### config.mk
export PLATFORM = sky130hd
export DESIGN_NAME = mvt_out_fifo
export DESIGN_NICKNAME = d
export VERILOG_FILES = /design/src/rtl/mvt_pkg.sv /design/src/rtl/mvt_out_fifo.sv
export SDC_FILE = /design/constraint.sdc
export NUM_CORES = 1
export LEC_CHECK = 0
export ABC_CLOCK_PERIOD_IN_PS = 11300
export BUFFER_PORTS_ARGS = -buffer_cell sky130_fd_sc_hd__clkbuf_2
export CAP_MARGIN = 15
export CORE_MARGIN = 4
export CORE_UTILIZATION = 48
export CTS_CLUSTER_SIZE = 8
export DETAILED_ROUTE_END_ITERATION = 16
export PLACE_DENSITY = 0.67
export SYNTH_ARGS = -nofsm -noshare
export SYNTH_HDL_FRONTEND = slang
export SYNTH_SLANG_ARGS = --single-unit
### constraint.sdc
create_clock -name clk_i -period 11.3 [get_ports clk_i]
set_input_delay 0.565 -clock clk_i [delete_from_list [all_inputs] [get_ports clk_i]]
set_output_delay 0.565 -clock clk_i [all_outputs]
set_load 0.05 [all_outputs]
### src/rtl/mvt_pkg.sv
`default_nettype none

package mvt_pkg;

  // Fixed geometry of the stored matrix and the word format.
  localparam int SIDE    = 4;
  localparam int WORD_W  = 32;
  localparam int ENTRIES = SIDE * SIDE;
  localparam int IDX_W   = $clog2(ENTRIES);

  // Defaults for the top-level parameters.
  localparam int DIM_DEFAULT       = 4;
  localparam int FRAC_BITS_DEFAULT = 16;

  // Command queue between the front and the back (depth is a power of two).
  localparam int CMD_DEPTH = 2;
  localparam int CMD_PTR_W = $clog2(CMD_DEPTH);
  localparam int CMD_CNT_W = $clog2(CMD_DEPTH + 1);

  // Result queue at the output (depth is a power of two).
  localparam int OUT_DEPTH = 4;
  localparam int OUT_PTR_W = $clog2(OUT_DEPTH);
  localparam int OUT_CNT_W = $clog2(OUT_DEPTH + 1);

  // Widths inside the dot-product datapath.
  localparam int PROD_W = 2 * WORD_W;
  localparam int PAIR_W = PROD_W + 1;
  localparam int SUM_W  = PROD_W + 2;

  typedef logic signed [WORD_W-1:0] word_t;
  typedef logic signed [PROD_W-1:0] prod_t;
  typedef logic signed [PAIR_W-1:0] pair_t;
  typedef logic signed [SUM_W-1:0]  sum_t;

  localparam word_t WORD_MAX = {1'b0, {(WORD_W-1){1'b1}}};
  localparam word_t WORD_MIN = {1'b1, {(WORD_W-1){1'b0}}};

  typedef enum logic {
    ACT_LOAD  = 1'b0,
    ACT_XFORM = 1'b1
  } action_e;

  // A classified command: for a load, data[0] carries the entry value.
  typedef struct packed {
    action_e               action;
    logic [IDX_W-1:0]      index;
    word_t [SIDE-1:0]      data;
  } cmd_t;

  typedef struct packed {
    word_t [SIDE-1:0] comp;
    logic             overflowed;
  } result_t;

endpackage

`default_nettype wire

### src/rtl/mvt_out_fifo.sv
`default_nettype none

module mvt_out_fifo
  import mvt_pkg::*;
(
  input  wire logic                 clk_i,
  input  wire logic                 rst_ni,
  input  wire logic                 wr_valid_i,
  input  wire result_t              wr_data_i,
  input  wire logic                 pop,
  output logic                      empty,
  output result_t                   rd_data_o,
  output logic [OUT_CNT_W-1:0]      level_o
);

  result_t              mem_q [OUT_DEPTH];
  logic [OUT_PTR_W-1:0] wr_ptr_q, rd_ptr_q;
  logic [OUT_CNT_W-1:0] count_q, count_d;
  logic                 pop_ok;

  assign empty     = (count_q == '0);
  assign pop_ok    = pop && !empty;
  assign rd_data_o = mem_q[rd_ptr_q];
  assign level_o   = count_q;

  // The producer only writes when space was reserved, so no full check is needed here.
  always_comb begin
    count_d = count_q;
    if (wr_valid_i && !pop_ok) begin
      count_d = count_q + 1'b1;
    end else if (!wr_valid_i && pop_ok) begin
      count_d = count_q - 1'b1;
    end
  end

  always_ff @(posedge clk_i or negedge rst_ni) begin
    if (!rst_ni) begin
      wr_ptr_q <= '0;
      rd_ptr_q <= '0;
      count_q  <= '0;
    end else begin
      if (wr_valid_i) begin
        wr_ptr_q <= wr_ptr_q + 1'b1;
      end
      if (pop_ok) begin
        rd_ptr_q <= rd_ptr_q + 1'b1;
      end
      count_q <= count_d;
    end
  end

  always_ff @(posedge clk_i) begin
    if (wr_valid_i) begin
      mem_q[wr_ptr_q] <= wr_data_i;
    end
  end

endmodule

`default_nettype wire

# ---- Yosys cells after proc, flatten, opt, wreduce, memory -nomap -nowiden
# Memory sizes are Yosys's and may differ from the RTL's.
# Cells that the tools add are included.
dict set report word_totals {
  reg_bits 7
  latchBits 0
  ramBits 516
  rom_bits 0
  input_bits 133
  output_inout_bits 133
  word_cells 20
  memories 1
}
dict set report op_classes {
  n_addsub 4
  mul 0
  n_div 0
  magnitude_cmp 0
  eq_ne 0
  shifts 0
  mux 4
  bitwise_logic 0
  reduce_logical 8
}
# name words word_bits read_ports rd_clocked_by_memory_dff wr line_no
set memory_table {}
lappend memory_table {mem_q 4 129 1 0 1 mvt_out_fifo.sv:16} ;# result_t mem_q [OUT_DEPTH];
# operator n
set op_table {}
lappend op_table {{$mux 3} 2}
lappend op_table {{$add 2x1->2 const B} 2}
lappend op_table {{$add 3x1->3 const B} 1}
lappend op_table {{$logic_and 1x1->1} 3}
lappend op_table {{$logic_not 1->1} 3}
lappend op_table {{$logic_not 3->1} 1}
lappend op_table {{$sub 3x1->3 const B} 1}
lappend op_table {{$mux 1} 2}
lappend op_table {{$reduce_bool 2->1} 1}

# ---- Longest topological paths before layout
dict set report logic_depth {
  depth_word 6
  mapped_depth 8
  depth_no_buf 8
}

# ---- Worst setup path before layout
# OpenSTA, ideal clock, no wires.
dict set report synth_path {
  path_type {register to register}
  from {register wr_ptr_q[0]}
  to {memory mem_q[0][0] in the netlist's numbering (enable)}
  setup_time_ns 0.503
  t_arrival_ns 3.581
  t_required_ns 10.797
  setup_slack_ns 7.216
  stages_incl_launch_ff 4
  path_buffers 0
  period_less_slack_ns 4.084
  path_cell_list {dfrtp_1 inv_1 ha_1 and2_1}
}
# element line_no
set synth_lines {}
lappend synth_lines {{start, declared} mvt_out_fifo.sv:17} ;# logic [OUT_PTR_W-1:0] wr_ptr_q, rd_ptr_q;
lappend synth_lines {{start signal, assigned} mvt_out_fifo.sv:43} ;# wr_ptr_q <= wr_ptr_q + 1'b1;
lappend synth_lines {{end, declared} mvt_out_fifo.sv:16}
# Straight into the memory's write port.

==> results_dict.tcl <==
set metrics [dict create \
    status "completed" \
    syn_area_per_cell_um2 26.84 \
    area_delta_synth_final_pct 20.62 \
    slew_headroom_pct 35.95 \
    path_class "reg -> out" \
    wl_met3_um 2637 \
    p_per_area_mw_per_mm2 313.3 \
    dpl.hpwl_um 21720 \
    pre_cts_slack_ps 7789 \
    dieArea_mm2 0.04284 \
    p_sw_share_pct 37.61 \
    p_sw_mw 2.701 \
    syn_area_mm2 0.01900 \
    cell_internal_pwr_mw 4.480 \
    drt_wl_total_um 36520 \
    drv_cap 0 \
    clock_power_share_pct 27.1 \
    setup_viol 0 \
    min_period_over_period_pct 35.05 \
    grt_pass1_wl_um 55590 \
    holdWs_ps 205.5 \
    fin_tns_setup_ps 0 \
    die_w_um 207.0 \
    clkSlewWorstSetupHoldPaths_ps 50 \
    cts_tree "built" \
    overflow 0 \
    syn-num-nets 847 \
    min_path_type "in -> reg" \
    synth_sequential_area_ratio_pct 82.46 \
    drv_slew 0 \
    slowest_delay_ps 1040 \
    leakage_nw 7.920 \
    synth_cell_types 20 \
    cp_max_fo 46 \
    fmax_ghz 0.2525 \
    grtUsageTotal_pct 17.36 \
    placed_area_mm2 0.02087 \
    final_layout_size_suffix_gt1_share_pct 47.15 \
    wl_met1_um 14150 \
    setup_ws_ps 7339 \
    critPathArrivalTime_ps 3400 \
    clk_latency_ps 570 \
    first_iter_violations 441 \
    antenna_found_initial 0 \
    coreArea_mm2 0.03892 \
    fillerInstances 2816 \
    ios 266 \
    ctsResizeCount 0 \
    hold_viol 0 \
    place_congestion 0.7005 \
    grt_pass1_vias 9330 \
    netlist_instances 708 \
    rsz0062_at_grt "false" \
    die_height_um 207.0 \
    io_buffers 265 \
    postCtsSetupRepairBufs 0 \
    ys_ff_latch 523 \
    drc 0 \
    clock-sinks 523 \
    setup.worst_path.end_class "output pin" \
    cts-buffers-inserted 75 \
    grt_max_degree 53 \
    cts_max_level 3 \
    power.share.combinational_pct 35.4 \
    cts_buffer_depth 3 \
    power_frac_seq_pct 37.6 \
    ant_nets 0 \
    vias 8482 \
    finClkSkew_ps 10.45 \
    cp.required_ps 10740 \
    finish.instance_area_mm2 0.02292 \
    start_kind "register" \
    worst_pin_slew_ps 960.7 \
    start_util_pct 48.83 \
    top_layer_used "met4" \
    cp.buffers_inverters 2 \
    rows 72 \
    synth_warnings 0 \
    vias_per_cell 5.399 \
    cp_slowest_cell "dfrtp_4" \
    wl_met2_um 18960 \
    cts-root-buf "clkbuf_16" \
    ir_drop_uv 224.8 \
    routedWlPerCell_um 23.24 \
    crit_chain "buf_4 -> mux4_2 -> clkbuf_2" \
    p_total_mw 7.181 \
    nets 1173 \
    path_delay_family "buffers and inverters" \
    fin_crit_ps 3961 \
    drt-pass1-iter-count 5 \
]
## sequential cells by signal, indices dropped and copies added, names as in the netlist
name,count
rd_ptr_q,2
level_o,3
wr_ptr_q,2
mem_q,516
## kinds of logic (layout without fill, tap and decap cells)
logic type | count (synthesis) | count (layout) | share of synthesized area [%]
XOR/XNOR | 6 | 6 | 0.2766
AND/OR/NAND/NOR | 9 | 9 | 0.2502
AO/OA/AOI/OAI | 1 | 1 | 0.02631
multiplexers | 130 | 130 | 15.35
adder cells (fa/ha/maj) | 6 | 6 | 0.4346
buffers and inverters | 33 | 377 | 1.205
flip-flops | 523 | 523 | 82.46
other | 0 | 1 | 0
## cell usage in the layout (no fill, tap or decap), types with 2 or more instances in the layout
cell type	Yosys	routed
edfxtp_1	516	516
clkbuf_2	0	265
mux4_2	129	129
clkbuf_16	0	77
clkbuf_1	1	12
buf_4	2	12
ha_1	5	5
dfrtp_1	7	5
inv_1	4	4
and2_4	0	4
xnor2_1	3	3
xor2_1	3	3
inv_6	0	3
nand2_1	2	2
clkinv_8	0	2
dfrtp_4	0	2
## worst reg2reg max path, cell delays in order, from the launching register on
cell	delay, ps
dfrtp_1	400
inv_1	100
ha_1	160
and2_4	590
buf_4	680
buf_4	670
## power by group through the flow
stage / Sequential [mW] / Combinational, mW / Clock [mW]
4_1_cts: 2.71 / 2.60 / 1.99
3_5_place_dp: 2.74 / 2.59 / 0
3_3_place_gp: 2.72 / 2.59 / 0
2_1_floorplan: 2.69 / 2.08 / 0
6_report: 2.70 / 2.54 / 1.94
5_1_grt: 2.74 / 2.68 / 2.09
## Yosys cell counts
cell type | number | area share [%]
edfxtp_1 | 516 | 82
mux4_2 | 129 | 15
buf_2 | 12 | 0.32
buf_6 | 11 | 0.65
dfrtp_1 | 7 | 0.92
ha_1 | 5 | 0.33
and2_1 | 4 | 0.13
inv_1 | 4 | 0.079
buf_1 | 3 | 0.059
xnor2_1 | 3 | 0.14
xor2_1 | 3 | 0.14
buf_4 | 2 | 0.079
nand2_1 | 2 | 0.040
clkbuf_1 | 1 | 0.020
fa_1 | 1 | 0.11
mux2_2 | 1 | 0.059
nand3_1 | 1 | 0.026
nor2_1 | 1 | 0.020
o21ai_0 | 1 | 0.026
or3_1 | 1 | 0.033
## layout make-up
type / instances / area (µm²) / share of cell area (%)
well taps: 518 / 648.1 / 2.828
clock buffers: 89 / 1972 / 8.603
repair buffers: 278 / 1426 / 6.223
inverters: 4 / 15.01 / 0.06550
clock inverters: 6 / 66.31 / 0.2893
diodes: 1 / 2.502 / 0.01092
multi-input cells: 152 / 3114 / 13.59
flip-flops and latches: 523 / 15680 / 68.39
## worst paths after layout
kind | slack [ps] | depth (start not counted) | end | from
min in group asynchronous | 390 | 2 | rd_ptr_q[1] | rst_ni
max reg2reg | 8300 | 5 | mem_q[1][93] | wr_ptr_q[1]
max in group asynchronous | 10710 | 2 | rd_ptr_q[0] | rst_ni
min reg2reg | 510 | 1 | level_o[2] | level_o[2]
min | 210 | 1 | mem_q[3][56] | wr_data_i[56]
max | 7340 | 3 | rd_data_o[82] | rd_ptr_q[0]
## metrics by stage
stage	instances	util, %
2_1_floorplan	708	-
3_3_place_gp	1474	53.63
3_5_place_dp	1474	53.63
4_1_cts	1570	58.89
5_1_grt	1570	58.89
6_report	1571	58.90
## routing by layer
metal | up-vias | GRT usage, %
met1 | 4475 | 22.26
li1 | 3710 | -
met4 | 0 | 6.114
met2 | 243 | 28.57
met5 | - | 0
met3 | 54 | 5.296
## timing repair
item / CTS / global route
endpoints found under the hold margin: 7 / 0
endpoints found under the setup margin: 0 / 0
hold buffers: 1 / 0
Note: power is estimated with default switching activity, not from simulation.
