--- config.mk ---
export PLATFORM = sky130hd
export DESIGN_NAME = mvt_front
export DESIGN_NICKNAME = d
export VERILOG_FILES = /design/src/rtl/mvt_pkg.sv /design/src/rtl/mvt_front.sv
export SDC_FILE = /design/constraint.sdc
export NUM_CORES = 1
export LEC_CHECK = 0
export BUFFER_PORTS_ARGS = -buffer_cell sky130_fd_sc_hd__buf_2
export CAP_MARGIN = 40
export CORE_UTILIZATION = 40
export CTS_BUF_LIST = sky130_fd_sc_hd__clkbuf_4
export CTS_CLUSTER_SIZE = 30
export DETAILED_ROUTE_END_ITERATION = 10
export MAX_ROUTING_LAYER = met4
export PLACE_DENSITY = 0.73
export REMOVE_ABC_BUFFERS = 1
export SYNTH_ARGS = -nofsm -noshare
export SYNTH_HDL_FRONTEND = slang
export SYNTH_SLANG_ARGS = --single-unit
export TNS_END_PERCENT = 100
--- constraint.sdc ---
create_clock -name clk_i -period 6.9 [get_ports clk_i]
set_clock_uncertainty 0.2 [all_clocks]
set_input_delay 0.345 -clock clk_i [delete_from_list [all_inputs] [get_ports clk_i]]
set_output_delay 0.345 -clock clk_i [all_outputs]
set_load 0.1 [all_outputs]
--- src/rtl/mvt_pkg.sv ---
`default_nettype none

package mvt_pkg;

  // Fixed geometry of the stored matrix and the word format.
  localparam int SIDE    = 4;
  localparam int WORD_W  = 32;
  localparam int ENTRIES = SIDE * SIDE;
  localparam int IDX_W   = $clog2(ENTRIES);

  // Defaults for the top-level parameters.
  localparam int DIM_DEFAULT       = 4;
  localparam int FRAC_BITS_DEFAULT = 16;

  // Command queue between the front and the back (depth is a power of two).
  localparam int CMD_DEPTH = 2;
  localparam int CMD_PTR_W = $clog2(CMD_DEPTH);
  localparam int CMD_CNT_W = $clog2(CMD_DEPTH + 1);

  // Result queue at the output (depth is a power of two).
  localparam int OUT_DEPTH = 4;
  localparam int OUT_PTR_W = $clog2(OUT_DEPTH);
  localparam int OUT_CNT_W = $clog2(OUT_DEPTH + 1);

  // Widths inside the dot-product datapath.
  localparam int PROD_W = 2 * WORD_W;
  localparam int PAIR_W = PROD_W + 1;
  localparam int SUM_W  = PROD_W + 2;

  typedef logic signed [WORD_W-1:0] word_t;
  typedef logic signed [PROD_W-1:0] prod_t;
  typedef logic signed [PAIR_W-1:0] pair_t;
  typedef logic signed [SUM_W-1:0]  sum_t;

  localparam word_t WORD_MAX = {1'b0, {(WORD_W-1){1'b1}}};
  localparam word_t WORD_MIN = {1'b1, {(WORD_W-1){1'b0}}};

  typedef enum logic {
    ACT_LOAD  = 1'b0,
    ACT_XFORM = 1'b1
  } action_e;

  // A classified command: for a load, data[0] carries the entry value.
  typedef struct packed {
    action_e               action;
    logic [IDX_W-1:0]      index;
    word_t [SIDE-1:0]      data;
  } cmd_t;

  typedef struct packed {
    word_t [SIDE-1:0] comp;
    logic             overflowed;
  } result_t;

endpackage

`default_nettype wire

--- src/rtl/mvt_front.sv ---
`default_nettype none

module mvt_front
  import mvt_pkg::*;
(
  input  wire logic              clk_i,
  input  wire logic              rst_ni,
  input  wire logic              push,
  output logic                   full,
  input  wire logic              action_i,
  input  wire logic [IDX_W-1:0]  entry_index_i,
  input  wire word_t             entry_value_i,
  input  wire word_t             vec_x_i,
  input  wire word_t             vec_y_i,
  input  wire word_t             vec_z_i,
  input  wire word_t             vec_w_i,
  output logic                   cmd_valid_o,
  output cmd_t                   cmd_o,
  input  wire logic              cmd_take_i
);

  cmd_t                 in_cmd;
  cmd_t                 slot_q [CMD_DEPTH];
  logic [CMD_PTR_W-1:0] wr_ptr_q, wr_ptr_d;
  logic [CMD_PTR_W-1:0] rd_ptr_q, rd_ptr_d;
  logic [CMD_CNT_W-1:0] count_q, count_d;
  logic                 push_ok;
  logic                 take_ok;

  // Classify the incoming transaction and pack the entry index and the data fields it uses.
  always_comb begin
    in_cmd        = '0;
    in_cmd.action = action_e'(action_i);
    in_cmd.index  = entry_index_i;
    if (in_cmd.action == ACT_LOAD) begin
      in_cmd.data[0] = entry_value_i;
    end else begin
      in_cmd.data[0] = vec_x_i;
      in_cmd.data[1] = vec_y_i;
      in_cmd.data[2] = vec_z_i;
      in_cmd.data[3] = vec_w_i;
    end
  end

  assign full        = (count_q == CMD_CNT_W'(CMD_DEPTH));
  assign cmd_valid_o = (count_q != '0);
  assign cmd_o       = slot_q[rd_ptr_q];
  assign push_ok     = push && !full;
  assign take_ok     = cmd_take_i && cmd_valid_o;

  // Pointer and fill-level bookkeeping; pointers wrap at the power-of-two depth.
  always_comb begin
    wr_ptr_d = wr_ptr_q;
    rd_ptr_d = rd_ptr_q;
    count_d  = count_q;
    if (push_ok) begin
      wr_ptr_d = wr_ptr_q + 1'b1;
    end
    if (take_ok) begin
      rd_ptr_d = rd_ptr_q + 1'b1;
    end
    if (push_ok && !take_ok) begin
      count_d = count_q + 1'b1;
    end else if (!push_ok && take_ok) begin
      count_d = count_q - 1'b1;
    end
  end

  always_ff @(posedge clk_i or negedge rst_ni) begin
    if (!rst_ni) begin
      wr_ptr_q <= '0;
      rd_ptr_q <= '0;
      count_q  <= '0;
    end else begin
      wr_ptr_q <= wr_ptr_d;
      rd_ptr_q <= rd_ptr_d;
      count_q  <= count_d;
    end
  end

  // Queue storage holds payload only.
  always_ff @(posedge clk_i) begin
    if (push_ok) begin
      slot_q[wr_ptr_q] <= in_cmd;
    end
  end

endmodule

`default_nettype wire

# ---- Word level (Yosys, flattened, before mapping)
# Memories as Yosys holds them, arrays and structs flattened.
# Index checks and enable logic that the tools add are counted.
# W data, S select, Z words.
dict set report op_classes {
  add_sub_neg 4
  n_mul 0
  div 0
  n_lt_le_gt_ge 0
  eq_ne 1
  n_shift 0
  n_mux 6
  bitwise_logic 0
  reduce_logical 9
}
# op count
set ops {}
lappend ops {{$mux W96} 1}
lappend ops {{$mux W32} 1}
lappend ops {{$logic_and A1 B1 Y1} 4}
lappend ops {{$mux W2} 2}
lappend ops {{$reduce_bool A2 Y1} 2}
lappend ops {{$logic_not A1 Y1} 3}
lappend ops {{$add A1 B1 Y1 const B} 2}
lappend ops {{$add A2 B1 Y2 const B} 1}
lappend ops {{$eq A2 B2 Y1 const B} 1}
lappend ops {{$mux W1} 2}
lappend ops {{$sub A2 B1 Y2 const B} 1}
dict set report totals {
  register_bits 4
  latchBits 0
  ram_bits 266
  mem_bits_ro 0
  inputBits 169
  word_cells 24
  n_memories 1
}
# memory depth word_bits read_ports rd_ports_with_merged_regs wr line_no
set mem_list {}
lappend mem_list {slot_q 2 133 1 0 1 mvt_front.sv:23} ;# cmd_t slot_q [CMD_DEPTH];

# ---- Depth between registers and ports, before layout
# Gate-level depths: netlist (run 1).
dict set report logic_depth {
  word_depth 7
  depth_mapped 7
  ltp_nobuf 7
}

# ---- Worst setup path after synthesis (run 1)
# Ideal clock, no wire load.
dict set report synth_path {
  kind {flip-flop to flip-flop}
  startpoint {register count_q[0]}
  endpoint {memory slot_q[0][0] (netlist bit), enable pin}
  setup_time_ps 627
  arrival_ps 6148
  required_time_ps 6073
  path_slack_ps -75
  stages_incl_launch_ff 4
  path_cell_list {dfrtp_1 > nand2b_1 > nand2_1 > nor2_1}
}
dict set report synth_between {
  elab_chain_len 5
}
# element line_no
set synth_rtl {}
lappend synth_rtl {{start: declaration} mvt_front.sv:26} ;# logic [CMD_CNT_W-1:0] count_q, count_d;
lappend synth_rtl {{start signal: assignment} mvt_front.sv:77} ;# count_q <= count_d;
lappend synth_rtl {{$eq A2 B2 Y1} mvt_front.sv:45} ;# assign full = (count_q == CMD_CNT_W'(CMD_DEPTH));
lappend synth_rtl {{$logic_not A1 Y1} mvt_front.sv:48} ;# assign push_ok = push && !full;
lappend synth_rtl {{$logic_and A1 B1 Y1} mvt_front.sv:48}
lappend synth_rtl {{$mux W1} mvt_front.sv:83} ;# if (push_ok) begin
lappend synth_rtl {{$mux W1 (not written as such)} mvt_front.sv:84} ;# slot_q[wr_ptr_q] <= in_cmd;
lappend synth_rtl {{end: declaration} mvt_front.sv:23}
# No other way between the ends.

==> results.yml, run 1 <==
placement:
  gp_congestion: 0.7851
  preCtsSetupSlack_ps: 4063
  place_hpwl_um: 14180
  dp_cells: 1200
  portBuffers: 303
yosys:
  synth_ff_type: "edfxtp_1"
  synth_edf_count: 266
  avgSynthCellArea_um2: 19.23
  yosys.cell_types.count: 18
  yosysWarnings: 0
  yosysSeqAreaShare: 0.7314
  ys_seq_elements: 270
  async_flop_share: 0.01481
  syn_area_um2: 11060
  netlist_instances: 575
sta:
  hold_violations: 0
  tns_ps: 0
  slew_violations: 0
  period_minus_slack_ps: 3453
  worst_slew_pin_slew_ps: 875.6
  clock.fmax_mhz: 289.6
  rsz0062_at_grt: "no"
  final.setup.worst_slack_ps: 3447
  finalSetupViolCount: 0
  maxSlewHeadroom: 0.4163
  finalCritPeriodShare: 0.5004
cts:
  cts.root.buffer_cell: "clkbuf_4"
  clkSinkCount: 270
  h-tree-depth: 3
  cts_tree: "built"
  clock_path_buffers: 3
  cts_made_buffers: 72
  clk_latency_ps: 620
  cts.clk_slew.worst_paths_ps: 60
setup_path:
  cp_num_buf_inv: 3
  crit_path_max_incr_delay_ps: 700
  crit_family: "buffers and inverters"
  arrival_ps: 2910
  cp_slowest_cell: "buf_4"
  crit_type: "flip-flop to output port"
  path_cells: "buf_16 -> buf_4 -> mux2_2 -> buf_2"
  worst_ep_required_time_ps: 6360
  start_kind: "flip-flop"
  end_kind: "output port"
  path_max_fanout: 57
die:
  ioPinCount: 304
  coreArea_um2: 27030
  die_y_um: 168.3
  dieArea_um2: 28310
  rows: 60
  initial_core_util: 0.4092
  die_w_um: 168.3
flow_run:
  max_cap_viol_count: 0
final_layout:
  multiInputGateArea_um2: 2786
  area_growth_pct: 40.77
  nets: 1271
  layout.cells.most_common: "buf_2"
  instances_no_fill: 1490
  drive_gt1_frac: 0.5170
  mostFrequentLayoutCells: "buf_2 (302), edfxtp_1 (266), dlygate4sd3_1 (168)"
  fillers: 2063
  area.sequential_um2: 8092
run_status:
  status: "finished, final reports clean"
routing:
  drtAntennaViolNets: 0
  met1_length_um: 9160
  dr.pass1.iters: 4
  drtIter0Drc: 334
  drt-wirelength-per-cell_um: 16.59
  drc: 0
  routed.top_layer: "met4"
  route.met3.wl_um: 1539
  routed_wl_um: 24720
  wl_met2_um: 13030
  via_per_inst: 4.626
  num_vias: 6893
global_routing:
  grt_pass1_wl_um: 37340
  grt.total_usage: 0.1760
  grt_pass1_vias: 7487
  grt-ovfl-total: 0
  grt_max_degree: 85
  antenna_found_initial: 2
hold_path:
  hold_path.class: "input pin to flip-flop"
[cells in the mapped netlist (3+ instances only)]
cell	number	share of area
and2_1	96	0.054
buf_6	8	0.0081
clkbuf_1	9	0.0031
mux2_2	105	0.11
edfxtp_1	266	0.72
buf_2	10	0.0045
dfrtp_1	4	0.0091
mux2_4	60	0.081
xnor2_1	3	0.0024
[cell type report]
type | count | area share
timing repair buffer | 481 | 0.2151
sequential | 270 | 0.5198
clock buffer | 106 | 0.05112
inverter | 2 | 0.0004823
tap | 341 | 0.02741
clock inverter | 14 | 0.006752
antenna | 2 | 0.0003215
multi-input combinational | 274 | 0.1790
[routing by layer]
layer / up-vias / global-route usage
li1: 3258 / -
met1: 3292 / 0.1778
met2: 273 / 0.3062
met3: 70 / 0.05383
met4: 0 / 0.09209
met5: - / -
[stage by stage]
step           cell area (um^2)  utilization  hold WS (ps)
2_1_floorplan             10870            -        -150.6
6_report                  15570       0.5760         274.3
3_3_place_gp              12880       0.4764        -44.40
5_1_grt                   15570       0.5760         180.9
3_5_place_dp              12980       0.4802        -41.71
4_1_cts                   15560       0.5758         182.5
[what timing repair did]
| action | in CTS | in global routing |
|---|---|---|
| resized for setup | 0 | 0 |
| buffers inserted | 0 | 0 |
| hold endpoints to repair | 275 | 0 |
| hold buffers | 168 | 0 |
[worst paths after layout]
kind | from | end | slack, ps | depth (start not counted)
worst max-delay path | rd_ptr_q$_DFFE_PN0P_ | cmd_o[0] | 3450 | 4
worst min-delay path | entry_index_i[0] | slot_q[1][128]$_DFFE_PP_ | 270 | 2
max in group asynchronous | rst_ni | rd_ptr_q$_DFFE_PN0P_ | 5840 | 3
worst max register to register | count_q[0]$_DFFE_PN0P_ | slot_q[0][95]$_DFFE_PP_ | 4360 | 5
worst min register to register | count_q[1]$_DFFE_PN0P_ | count_q[1]$_DFFE_PN0P_ | 290 | 1
min in group asynchronous | rst_ni | count_q[0]$_DFFE_PN0P_ | 430 | 3
[sequential cells by signal, indices dropped and copies added (netlist names)]
name	count
count_q	2
rd_ptr_q	1
wr_ptr_q	1
slot_q	266
[logic make-up after synthesis]
group                      share of synthesized area
buffers and inverters                        0.01776
muxes                                         0.1884
DFF                                           0.7314
adders and majority gates                   0.001131
and+or+nand+nor                              0.05737
xor gates and xnor gates                    0.003961
[worst register-to-register path, delay by kind of cell, from the launching register on]
| family | cells | cell delay, ps |
|---|---|---|
| AND/OR/NAND/NOR | 3 | 650 |
| buffers and inverters | 2 | 830 |
| flip-flops | 1 | 410 |
Power of run 1 is left out: the tool's default activity adds up to more than one toggle a clock period on the data nets, which glitch-free logic cannot reach.
==> inputs of run 2 (changes only) <==
--- a/config.mk
+++ b/config.mk
@@ -12,7 +12,7 @@
 export CTS_CLUSTER_SIZE = 30
 export DETAILED_ROUTE_END_ITERATION = 10
 export MAX_ROUTING_LAYER = met4
-export PLACE_DENSITY = 0.73
+export PLACE_DENSITY = 0.71
 export REMOVE_ABC_BUFFERS = 1
 export SYNTH_ARGS = -nofsm -noshare
 export SYNTH_HDL_FRONTEND = slang
==> constraint.sdc (replaced) <==
create_clock -name clk_i -period 3.6 [get_ports clk_i]
set_clock_uncertainty 0.2 [all_clocks]
set_input_delay 0.18 -clock clk_i [delete_from_list [all_inputs] [get_ports clk_i]]
set_output_delay 0.18 -clock clk_i [all_outputs]
set_load 0.1 [all_outputs]
==> results.yml, run 2 (same netlist as run 1, synthesis figures left out) <==
cts:
  cts.root.buffer_cell: "clkbuf_4"
  clock_path_buffers: 3
  cts_tree: "built"
  clkSinkCount: 270
  cts_made_buffers: 72
  clk_latency_ps: 630
  h-tree-depth: 3
  cts.clk_slew.worst_paths_ps: 60
final_layout:
  top_regs: "slot_q x266, count_q x2"
  mostFrequentLayoutCells: "buf_2 (302), edfxtp_1 (266), dlygate4sd3_1 (171)"
  largest_reg_flops: 266
  top_register: "slot_q"
  drive_gt1_frac: 0.5121
  layout.cells.most_common: "buf_2"
  nets: 1279
  area_growth_pct: 41.86
  fillers: 2108
  final_util: 0.5805
global_routing:
  antenna_found_initial: 1
  grt_max_degree: 70
  grt.total_usage: 0.1788
  grt_pass1_vias: 7550
  grt_pass1_wl_um: 38190
  grt-ovfl-total: 0
routing:
  drc: 0
  dr.pass1.iters: 4
  drtAntennaViolNets: 0
  num_vias: 6929
  drtIter0Drc: 302
  via_per_inst: 4.613
  drt-wirelength-per-cell_um: 16.51
  routed_wl_um: 24800
setup_path:
  path_max_fanout: 42
  end_kind: "output port"
  start_kind: "flip-flop"
  arrival_ps: 2500
  crit_type: "flip-flop to output port"
  worst_ep_required_time_ps: 3220
sta:
  maxSlewHeadroom: 0.5241
  rsz0062_at_grt: "no"
  final.setup.worst_slack_ps: 716.7
  finalCritPeriodShare: 0.8009
  clock.fmax_mhz: 346.8
  slew_violations: 0
  worst_slew_pin_slew_ps: 713.9
  period_minus_slack_ps: 2883
  finalSetupViolCount: 0
  hold_violations: 0
die:
  die_w_um: 168.3
  rows: 60
  coreArea_um2: 27030
  initial_core_util: 0.4092
  ioPinCount: 304
  die_y_um: 168.3
  dieArea_um2: 28310
placement:
  gp_congestion: 0.7339
  portBuffers: 303
  place_hpwl_um: 14110
  preCtsSetupSlack_ps: 1308
flow_run:
  max_cap_viol_count: 0
hold_path:
  hold_path.class: "input pin to flip-flop"
run_status:
  status: "finished, final reports clean"
-- run 2: worst max-delay path: stages (launching register included) --
cell	delay, ps
dfrtp_4	890
buf_4	340
mux2_2	370
buf_2	300
-- run 2: worst paths after layout --
path / from / endpoint / slack [ps] / cells past startpoint
max in group asynchronous: rst_ni / rd_ptr_q$_DFFE_PN0P_ / 2700 / 3
setup reg to reg: count_q[0]$_DFFE_PN0P_ / slot_q[1][14]$_DFFE_PP_ / 1430 / 3
setup / recovery: rd_ptr_q$_DFFE_PN0P_ / cmd_o[102] / 720 / 3
hold / removal: entry_index_i[3] / slot_q[0][131]$_DFFE_PP_ / 100 / 2
min in group asynchronous: rst_ni / wr_ptr_q$_DFFE_PN0N_ / 260 / 3
hold reg to reg: count_q[1]$_DFFE_PN0P_ / count_q[1]$_DFFE_PN0P_ / 300 / 1
-- run 2: final cells by class --
| class | count | area (um^2) | area share |
|---|---|---|---|
| antenna | 1 | 2.502 | 0.0001595 |
| clock buffer | 101 | 758.2 | 0.04833 |
| clock inverter | 24 | 176.4 | 0.01125 |
| inverter | 2 | 7.507 | 0.0004785 |
| multi-input combinational | 274 | 2786 | 0.1776 |
| sequential | 270 | 8092 | 0.5158 |
| tap | 341 | 426.7 | 0.02720 |
| timing repair buffer | 489 | 3438 | 0.2192 |
-- run 2: per-stage QoR --
stage,area [um^2],hold WS (ps),std cells,setup TNS (ps)
2_1_floorplan,10870,-315.6,546,-739760
3_3_place_gp,13010,-207.7,1204,0
3_5_place_dp,13040,-202.6,1205,0
4_1_cts,15690,14.13,1501,0
5_1_grt,15690,25.11,1502,0
6_report,15690,102.8,1502,0
-- run 2: layer usage --
layer  track usage  share of wire
met1        0.1905           0.40
met2        0.3125           0.52
met3       0.05101          0.059
met4       0.07115          0.023
met5             -              0
-- run 2: timing repair --
action	CTS	global route
buffers inserted	0	0
hold buffers	171	0
hold endpoints to repair	303	0
resized for setup	0	0
Power of run 2 is left out for the same reason.
